--- config.mk ---
export PLATFORM = sky130hd
export DESIGN_NAME = nfc_rfc_in_reg
export DESIGN_NICKNAME = d
export VERILOG_FILES = /design/src/nfc_rfc_pkg.sv /design/src/nfc_rfc_in_reg.sv
export SDC_FILE = /design/constraint.sdc
export NUM_CORES = 1
export LEC_CHECK = 0
export BUFFER_PORTS_ARGS = -buffer_cell sky130_fd_sc_hd__buf_2
export CORE_MARGIN = 2
export CORE_UTILIZATION = 40
export DETAILED_ROUTE_END_ITERATION = 10
export GPL_TIMING_DRIVEN = 0
export PLACE_DENSITY = 0.76
export SLEW_MARGIN = 15
export SYNTH_ARGS = -nofsm -noshare
export SYNTH_HDL_FRONTEND = slang
export SYNTH_SLANG_ARGS = --single-unit
--- constraint.sdc ---
create_clock -name clk -period 2.29 [get_ports clk]
set_input_delay 0.1145 -clock clk [delete_from_list [all_inputs] [get_ports clk]]
set_output_delay 0.1145 -clock clk [all_outputs]
set_load 0.02 [all_outputs]
--- src/nfc_rfc_pkg.sv ---
`timescale 1ns / 1ps

package nfc_rfc_pkg;

    localparam logic [7:0] ZERO_BYTE      = 8'h00;
    localparam logic [7:0] START_BYTE     = 8'hFF;
    localparam logic [7:0] DIRECTION_BYTE = 8'hD5;
    localparam logic [7:0] MIN_LENGTH     = 8'd2;

    // Frame positions with fixed meaning
    localparam logic [8:0] POS_START     = 9'd2;
    localparam logic [8:0] POS_LENGTH    = 9'd3;
    localparam logic [8:0] POS_LCS       = 9'd4;
    localparam logic [8:0] POS_DIRECTION = 9'd5;
    localparam logic [8:0] POS_CODE      = 9'd6;
    localparam logic [8:0] POS_MAX       = 9'd511;
    // Offsets of DCS and postamble past the length byte count
    localparam logic [8:0] DCS_OFFSET    = 9'd5;
    localparam logic [8:0] POST_OFFSET   = 9'd6;

    typedef enum logic [2:0] {
        ST_OK        = 3'd0,
        ST_PREAMBLE  = 3'd1,
        ST_LENGTH    = 3'd2,
        ST_DIRECTION = 3'd3,
        ST_CODE      = 3'd4,
        ST_CHECKSUM  = 3'd5,
        ST_POSTAMBLE = 3'd6,
        ST_TRUNCATED = 3'd7
    } status_t;

    typedef struct packed {
        logic [7:0] frame_byte;
        logic       buffer_end;
        logic [7:0] expected_code;
        logic [7:0] capacity;
    } item_t;

    typedef struct packed {
        logic       is_verdict;
        logic [7:0] payload_byte;
        status_t    status;
        logic [7:0] payload_length;
    } result_t;

endpackage

--- src/nfc_rfc_in_reg.sv ---
`timescale 1ns / 1ps

module nfc_rfc_in_reg
    import nfc_rfc_pkg::*;
(
    input  logic  clk,
    input  logic  rst_n,
    input  logic  item_valid,
    output logic  item_ready,
    input  item_t item_in,
    input  logic  step,
    output logic  held_valid,
    output item_t held_item
);

    logic  valid_reg;
    logic  valid_next;
    item_t item_reg;
    logic  take;

    // Room when empty or when the held item moves on this cycle
    assign item_ready = !valid_reg || step;
    assign take       = item_valid && item_ready;
    assign valid_next = take ? 1'b1 : (step ? 1'b0 : valid_reg);

    always_ff @(posedge clk or negedge rst_n)
    begin
        if (!rst_n)
        begin
            valid_reg <= 1'b0;
        end
        else
        begin
            valid_reg <= valid_next;
        end
    end

    always_ff @(posedge clk)
    begin
        if (take)
        begin
            item_reg <= item_in;
        end
    end

    assign held_valid = valid_reg;
    assign held_item  = item_reg;

endmodule

# Yosys cells after proc, flatten, opt, wreduce, memory -nomap -nowiden
# Cells that the tools add are included.
[totals]
inputBits = 29
wordCells = 11
ff_bits = 26
[op_classes]
n_reduce_logical = 4
muxes = 2
[ops]
columns = ["cell", "count"]
rows = [
  ["2-to-1 mux 1 bit", 2],
  ["nonzero test 2 bit", 1],
  ["logical AND 1 bit", 1],
  ["logical NOT 1 bit", 1],
  ["logical OR 1 bit", 1],
]

# Depth between registers and ports, before layout
[depth]
ltp_word = 4
depth_mapped = 2
mapped_depth_nobuf = 2

# Least setup slack after synthesis
# OpenSTA, ideal clock, no wires.
[synth_path]
path_type = "reg2reg"
start = "register valid_reg, in the netlist held_valid"
end = "register item_reg (netlist bit held_item[0]) (enable)"
slack_ns = 1.052
path_buffers = 0
stages_incl_launch_ff = 3
setup_time_ns = 0.328
period_less_slack_ns = 1.238
arrival_time_ns = 0.910
cell_sequence = "dfrtp_1 -> nand2b_4 -> and2_4"
[synth_between]
elab_chain_len = 3
[synth_lines]
columns = ["element", "line", "source"]
rows = [
  ["from (decl)", "nfc_rfc_in_reg.sv:16", "logic valid_reg;"],
  ["from (signal assigned)", "nfc_rfc_in_reg.sv:34", "valid_reg <= valid_next;"],
  ["logical NOT 1 bit", "nfc_rfc_in_reg.sv:22", "assign item_ready = !valid_reg || step;"],
  ["logical OR 1 bit", "nfc_rfc_in_reg.sv:22", ""],
  ["named net item_ready", "nfc_rfc_in_reg.sv:9", "output logic item_ready,"],
  ["logical AND 1 bit", "nfc_rfc_in_reg.sv:23", "assign take = item_valid && item_ready;"],
  ["named net take", "nfc_rfc_in_reg.sv:19", "logic take;"],
  ["to (signal assigned)", "nfc_rfc_in_reg.sv:42", "item_reg <= item_in;"],
  ["to (decl)", "nfc_rfc_in_reg.sv:18", "item_t item_reg;"],
]
# The timed path passes the listed nets, and every way through them passes these cells.
# A chain may end at the register's enable or synchronous reset.

# Worst setup path in the final report
[layout_path]
start = "register valid_reg, in the netlist held_valid"
end = "register item_reg (netlist bit held_item[19]) (enable)"
[layout_between]
elab_chain_len = 3
[layout_lines]
columns = ["element", "line"]
rows = [
  ["logical NOT 1 bit", "nfc_rfc_in_reg.sv:22"],
  ["logical OR 1 bit", "nfc_rfc_in_reg.sv:22"],
  ["logical AND 1 bit", "nfc_rfc_in_reg.sv:23"],
  ["named net take", "nfc_rfc_in_reg.sv:19"],
]
# The timed path passes the listed nets, and every way through them passes these cells.

==> impl_metrics.tcl <==
set metrics [dict create \
    yosysMostFrequentCell "edfxtp_1" \
    synth.top_cell.area_share_pct 93.3 \
    synth_mux_area_share_pct 0 \
    clock_skew_ns 0.00436 \
    clockBufferDepth 2 \
    post-route-period-util_pct 51.5 \
    min_path_type "in2reg" \
    coreArea_um2 1920 \
    ir_worst_vdd_uv 469 \
    grt_max_degree 26 \
    clk_pin_slew_ns 0.12 \
    rsz0062_at_grt "false" \
    async_flop_share_pct 3.85 \
    cts-root-buf "clkbuf_4" \
    insertion_delay_ns 0.30 \
    met1Wirelength_um 562 \
    io_buffers 55 \
    timing.rr.end "held_item[19]" \
    cts_num_sinks 26 \
    path_max_fanout 25 \
    synth_common_cells "edfxtp_1, and2_4, dfrtp_1, nand2b_1, nand2b_4" \
    cts_made_buffers 3 \
    status "complete, no violations" \
    cp_cell_sequence "nand2b_4 -> and2_4" \
    holdPathStages 2 \
    setup-violations-final 0 \
    routed_wl_um 1710 \
    areaGrowthSynthToFinish_pct 74.0 \
    worstSetupPathType "reg2reg" \
    synth_top_family_by_area "simple AND/OR/NAND/NOR gates" \
    slew_headroom_pct 79.0 \
    antenna_left 0 \
    hpwlAfterDp_um 1020 \
    avgSynthCellArea_um2 27.7 \
    die_w_um 48.8 \
    r2r-start "held_valid" \
    grt_usage_pct 15.9 \
    final_core_util_pct 72.9 \
    synth_area_leaders "edfxtp_1, dfrtp_1, nand2b_4, and2_4, nand2b_1" \
    fp-row-count 16 \
    place_congestion 0.662 \
    firstDrtPassIters 3 \
    setup-tns-final_ns 0 \
    vias 563 \
    synth-seq-cells 26 \
    yosysSeqAreaShare_pct 96.4 \
    synthSimpleGateAreaFrac_pct 3.58 \
    synth_compound_area_share_pct 0 \
    critPathRequiredTime_ns 2.28 \
    hold_violations 0 \
    wl_met2_um 1040 \
    fp.dieH_um 48.8 \
    grt-ovfl-total 0 \
    crit_path_top_delay_cell "dfrtp_1" \
    final-max-slew-violation-count 0 \
    fillers 142 \
    min_period_ns 1.18 \
    viasPerCell 3.99 \
    slowest_delay_ns 0.44 \
    synth_fp_nets 58 \
    io_pins 56 \
    synth_largest_area_cell "edfxtp_1" \
    drc 0 \
    grt_first_pass_wirelength_um 2750 \
    yosys.area_share.adder_pct 0 \
    nets 144 \
    max_cap_violations 0 \
    powerDensity_nw_per_um2 625 \
    arrival_ns 1.17 \
    synth_flop_cell "edfxtp_1" \
    crit_path_end_kind "register" \
    die_area_um2 2390 \
    antenna_cells 0 \
    cts_tree "built" \
    fin_ws_ns 1.11 \
    routedWlPerCell_um 12.1 \
    postCtsSetupBuffers 0 \
    p_leak_nw 0.604 \
    worstMarginPinSlew_ns 0.315 \
    min_to "held_valid" \
    yosysWarnings 0 \
    post_cts_resized 0 \
    antenna_found_initial 0 \
    synth_xor_area_share_pct 0 \
    reg2regPathDepth 2 \
    synthesis.area_um2 805 \
    synth_cells 29 \
    drt_iter0_drc 4 \
    drive_above_1_share_pct 52.6 \
    timing.fmax_mhz 848 \
    htreeDepth 1 \
    place_ws_ns 1.11 \
    grt_pass1_vias 596 \
    cp-start-kind "register" \
    r2r_slack_ns 1.11 \
    start_util_pct 41.9 \
    highest_layer "met4" \
    synth_edf_count 25 \
    met3WireLength_um 97 \
    hp-start "item_valid" \
    ys_types 5 \
]
## layout by cell type, fill, tap and decap left out
cell           count
edfxtp_1          25
dfrtp_1            1
buf_2             55
nand2b_1           1
nand2b_4           1
dlygate4sd3_1     26
and2_4             1
clkinv_1           1
clkbuf_4           3
## sequential cells by signal (all words and copies together), names as in the netlist
signal	flops
held_item	25
held_valid	1
## repair_timing
item / 4_1_cts / 5_1_grt
setup endpoints to repair: 0 / 0
hold buffers: 26 / 0
endpoints found under the hold margin: 26 / 0
## worst max path at each step
stage | startpoint | to | slack [ns]
floorplan | held_valid | held_item[0] | 1.05
global placement | held_valid | held_item[11] | 1.15
detailed placement | held_valid | held_item[6] | 1.11
CTS | held_valid | held_item[19] | 1.10
global route | held_valid | held_item[16] | 1.05
finish | held_valid | held_item[19] | 1.11
## cells by family (layout without fill, tap and decap cells)
| kind of cell | after synthesis | count (layout) |
|---|---|---|
| and+or+nand+nor | 3 | 3 |
| DFF | 26 | 26 |
| buffers and inverters | 0 | 85 |
## metrics by stage
| stage | hold WS (ns) | cell area, um^2 | instances | total power, mW |
|---|---|---|---|---|
| global placement | -0.111 | 1110 | 111 | 0.664 |
| CTS | 0.00389 | 1400 | 141 | 0.883 |
| detailed placement | -0.106 | 1110 | 111 | 0.667 |
| global route | 0.00958 | 1400 | 141 | 0.917 |
| finish | 0.0156 | 1400 | 141 | 0.875 |
| floorplan | -0.181 | 805 | 29 | 0.618 |
## report_power, final
group,internal [mW],switching [mW]
Combinational,0.0659,0.0656
Clock,0.0635,0.121
Sequential,0.552,0.00654
Total,0.681,0.193
## area by class of cell
class,instances,area (um^2),area share (%)
Clock buffer,3,22.5,1.61
Sequential cell,26,776,55.4
Tap cell,27,33.8,2.41
Clock inverter,1,3.75,0.268
Multi-Input combinational cell,3,28.8,2.06
Timing Repair Buffer,81,536,38.2
## critical path: cells and delay by family (launching register included)
kind / cells / cell delay, ns
flip-flops: 1 / 0.44
AND/OR/NAND/NOR: 2 / 0.43
## routing by layer
metal | track usage, % | up-vias
met2 | 29.9 | 23
li1 | - | 282
met5 | 0 | -
met3 | 3.68 | 2
met4 | 7.14 | 0
met1 | 16.8 | 256
Power figures use the tool's default switching activity.
